File: src/sv/hdkd_pkg.sv
`timescale 1ns / 1ps
// package: sizes, hash constants, controller states and command/status types
package hdkd_pkg;

    localparam int CAPACITY   = 256;
    localparam int KEY_BITS   = 32;
    localparam int SLOT_COUNT = 2 * CAPACITY;
    localparam int SLOT_W     = $clog2(SLOT_COUNT);
    localparam int ORD_W      = $clog2(CAPACITY);
    localparam int CNT_W      = $clog2(CAPACITY + 1);
    localparam int TAG_W      = CNT_W;
    localparam int FIELD_W    = 32;
    localparam int ORD_OUT_W  = 8;
    localparam int HASH_SHIFT = 16;

    localparam logic [FIELD_W-1:0] HASH_MUL = 32'd2654435769;

    typedef enum logic [2:0] {
        ST_CLEAR,
        ST_IDLE,
        ST_HASH,
        ST_ENT,
        ST_CHECK
    } t_state;

    typedef struct packed {
        logic clear;
        logic load;
        logic rd_home;
        logic rd_ent;
        logic rd_next;
        logic res_dup;
        logic res_empty;
    } t_dp_cmd;

    typedef struct packed {
        logic clr_done;
        logic hit;
        logic empty;
        logic out_free;
    } t_dp_sts;

endpackage

File: src/sv/hdkd_ctrl.sv
`timescale 1ns / 1ps
// controller: sequences hashing, slot probing and result commit
module hdkd_ctrl (
    input  logic              i_clk,
    input  logic              i_rst_n,
    input  logic              i_in_valid,
    input  hdkd_pkg::t_dp_sts i_sts,
    output logic              o_in_ready,
    output hdkd_pkg::t_dp_cmd o_cmd
);

    hdkd_pkg::t_state r_state;
    hdkd_pkg::t_state n_state;

    always_ff @(posedge i_clk) begin
        if (!i_rst_n) begin
            r_state <= hdkd_pkg::ST_CLEAR;
        end else begin
            r_state <= n_state;
        end
    end

    always_comb begin
        n_state = r_state;
        case (r_state)
            hdkd_pkg::ST_CLEAR: begin
                if (i_sts.clr_done) n_state = hdkd_pkg::ST_IDLE;
            end
            hdkd_pkg::ST_IDLE: begin
                if (i_in_valid) n_state = hdkd_pkg::ST_HASH;
            end
            hdkd_pkg::ST_HASH: begin
                n_state = hdkd_pkg::ST_ENT;
            end
            hdkd_pkg::ST_ENT: begin
                n_state = hdkd_pkg::ST_CHECK;
            end
            hdkd_pkg::ST_CHECK: begin
                if (!i_sts.hit && !i_sts.empty) begin
                    n_state = hdkd_pkg::ST_ENT;
                end else if (i_sts.out_free) begin
                    n_state = hdkd_pkg::ST_IDLE;
                end
            end
            default: begin
                n_state = hdkd_pkg::ST_IDLE;
            end
        endcase
    end

    always_comb begin
        o_in_ready = 1'b0;
        o_cmd      = '0;
        case (r_state)
            hdkd_pkg::ST_CLEAR: begin
                o_cmd.clear = 1'b1;
            end
            hdkd_pkg::ST_IDLE: begin
                o_in_ready = 1'b1;
                o_cmd.load = i_in_valid;
            end
            hdkd_pkg::ST_HASH: begin
                o_cmd.rd_home = 1'b1;
            end
            hdkd_pkg::ST_ENT: begin
                o_cmd.rd_ent = 1'b1;
            end
            hdkd_pkg::ST_CHECK: begin
                if (!i_sts.hit && !i_sts.empty) begin
                    o_cmd.rd_next = 1'b1;
                end else if (i_sts.out_free) begin
                    o_cmd.res_dup   = i_sts.hit;
                    o_cmd.res_empty = i_sts.empty;
                end
            end
            default: begin
                o_in_ready = 1'b0;
            end
        endcase
    end

endmodule

File: config.mk
export PLATFORM = sky130hd
export DESIGN_NAME = hdkd_ctrl
export DESIGN_NICKNAME = d
export VERILOG_FILES = /design/src/sv/hdkd_pkg.sv /design/src/sv/hdkd_ctrl.sv
export SDC_FILE = /design/constraint.sdc
export NUM_CORES = 1
export LEC_CHECK = 0
export BUFFER_PORTS_ARGS = -buffer_cell sky130_fd_sc_hd__buf_4
export CAP_MARGIN = 30
export CORE_AREA = 2 2 39 41
export DETAILED_ROUTE_END_ITERATION = 10
export DIE_AREA = 0 0 41 43
export GPL_TIMING_DRIVEN = 0
export PLACE_DENSITY = 0.46
export SETUP_SLACK_MARGIN = 0.05
export SLEW_MARGIN = 30
export SYNTH_ARGS = -nofsm -noshare
export SYNTH_HDL_FRONTEND = slang
export SYNTH_SLANG_ARGS = --single-unit
File: constraint.sdc
create_clock -name i_clk -period 1.47 [get_ports i_clk]
set_input_delay 0.147 -clock i_clk [delete_from_list [all_inputs] [get_ports i_clk]]
set_output_delay 0.147 -clock i_clk [all_outputs]
set_load 0.02 [all_outputs]
==> metrics.yaml <==
synth_area_um2: 193
first_pass_iters: 2
antenna_found_initial: 0
critical_path.slowest_cell: "or3b_4"
fill_cells: 157
tightest_slew_ns: 0.264
regMostFlops: "r_state"
setup_violations: 0
clk_latency_ns: 0.23
synth.largest_area_cell: "dfxtp_1"
design_area_um2: 434
tritoncts: "yes"
layout-drive-gt1-share: 0.717
powerDensity_nw_per_um2: 769
die_w_um: 41
synth_nets: 29
detail_route.wl_per_cell_um: 9.90
rows: 14
detailed_place_hpwl_um: 432
period_share: 0.955
n_antenna_cell: 0
p_clk_frac: 0.430
die_height_um: 43
crit_family: "simple AND/OR/NAND/NOR gates"
p_int_mw: 0.241
core_um2: 1380
die_area_um2: 1760
place.gp.congestion: 0.625
antenna_left: 0
cp_max_fo: 3
cts_hold_buf: 0
total_power_mw: 0.334
pwr-share-comb: 0.302
grt_pass1_vias: 228
report.final.slew_viol_count: 0
worstHoldPathType: "input port to flop"
holdPathStages: 2
initial_core_util: 0.139
dp.cells: 52
switching_power_mw: 0.0931
syn_inst: 22
critical_path_depth: 3
cts.clk_slew.worst_paths_ns: 0.04
worst_path_largest_cell_delay_ns: 0.41
rsz0062_at_grt: "yes"
skew_ns: 0.000136
multi_input_area_um2: 151
startpoint_type: "flop"
placed_cell_area_um2: 328
sw_frac_of_total: 0.279
final_util: 0.314
nets: 54
grt_usage: 0.0843
finalCriticalPeriod_ns: 1.40
ir_worst_vdd_mv: 0.331
drtIter0Drc: 2
io_buffer_count: 14
wirelength_um: 614
fmax_ghz: 0.713
clock-sinks: 3
hold_viol_final: 0
cp.arrival_ns: 1.26
stdcell_count: 62
syn_area_per_cell_um2: 8.76
synthToLayoutAreaGrowth_pct: 125
worstSetupPathType: "flop to output pin"
ys_ff_latch: 3
drv_cap: 0
ioPinCount: 15
synth-seq-area-share: 0.312
top_regs: "r_state: 3 flops"
gr-total-overflow: 0
worstPathRequired_ns: 1.32
num_vias: 261
end_kind: "output pin"
largest_reg_flops: 3
seq_area_um2: 71.3
path_cells: "or3b_4 > nor3_4 > buf_6"
grt_pass1_wl_um: 917
ys_top_cells_by_area: "dfxtp_1 (31%), nor3b_1 (12%), o31a_1 (9.1%)"
ys_types: 14
viasPerCell: 4.21
slew_headroom: 0.824
clockBufferDepth: 2
leakagePower_nw: 0.218
tns_ns: 0
synth_top_area_frac: 0.312
cts.htree.levels: 1
cp.buffers_inverters: 1
clockRootBuffer: "clkbuf_4"
cts_inserted_buffers: 3
grt_max_degree: 8
sequentialPowerShare: 0.267
route.detailed.drc: 0
reg2reg_depth: 3
status: "completed"
yosys_warnings: 0
## synthesized netlist by cell type
| library cell | number |
|---|---|
| o211a_1 | 1 |
| or3_1 | 1 |
| nor3_1 | 3 |
| dfxtp_1 | 3 |
| o21ai_0 | 1 |
| buf_4 | 1 |
| nor3b_1 | 3 |
| and3b_2 | 1 |
| o31a_1 | 2 |
| and3_1 | 2 |
| or3b_1 | 1 |
| nor2_1 | 1 |
| o21a_1 | 1 |
| and2_1 | 1 |
## layer usage
layer | global-route usage | wire (um) | vias up
met5 | 0 | 0 | -
met1 | 0.0929 | 262 | 118
li1 | - | - | 134
met3 | 0.0628 | 50 | 0
met4 | 0.0600 | 0 | 0
met2 | 0.106 | 301 | 9
## final timing paths
kind | slack [ns] | from | to
max | 0.07 | r_state[0]$_SDFFE_PN0P_ | o_cmd[2]
min | 0.15 | i_rst_n | r_state[2]$_SDFFE_PN0P_
max reg2reg | 0.13 | r_state[0]$_SDFFE_PN0P_ | r_state[0]$_SDFFE_PN0P_
min reg2reg | 0.64 | r_state[2]$_SDFFE_PN0P_ | r_state[0]$_SDFFE_PN0P_
## repair_timing
action | in CTS | in global routing
gates resized for setup | 10 | 2
pin swaps | 2 | 4
setup endpoints to repair | 2 | 4
setup buffers | 6 | 0
## cell type report
class,instances,area share
Buffer,1,0.0173
Tap cell,16,0.0461
Sequential cell,3,0.164
Clock buffer,4,0.0605
Multi-Input combinational cell,18,0.349
Timing Repair Buffer,20,0.363
## stage by stage
| stage | setup WS [ns] | hold WS [ns] |
|---|---|---|
| after global routing | 0.0114 | 0.148 |
| after CTS | -0.0113 | 0.148 |
| after global placement | 0.0204 | 0.396 |
| after floorplan | 0.111 | 0.265 |
| final | 0.0669 | 0.154 |
| after detailed placement | 0.0286 | 0.393 |
## placed cells by master, fill, tap and decap left out
master	count
buf_6	2
o21ai_0	1
nor2_1	1
and2_4	1
nor3_1	2
buf_4	19
and3_1	2
or3b_4	1
dfxtp_4	3
nor3_4	1
nor3b_2	2
o31a_1	2
clkbuf_1	1
o21a_1	1
and3b_2	1
or3_1	1
nor3b_1	1
o211a_1	1
clkbuf_4	3
## logic make-up (layout without fill, tap and decap cells)
logic type	count (synthesis)	in the layout	synth area share
simple gates	13	13	0.442
flops	3	3	0.312
compound gates	5	5	0.208
buf+inv	1	25	0.0390
## power groups by stage
stage	sequential (mW)	clock (mW)	combinational [mW]
after floorplan	0.0962	0	0.0400
after global routing	0.0899	0.171	0.109
final	0.0893	0.144	0.101
after global placement	0.0989	0	0.0780
after CTS	0.0891	0.151	0.0996
after detailed placement	0.0990	0	0.0779
Power figures use the tool's default switching activity.
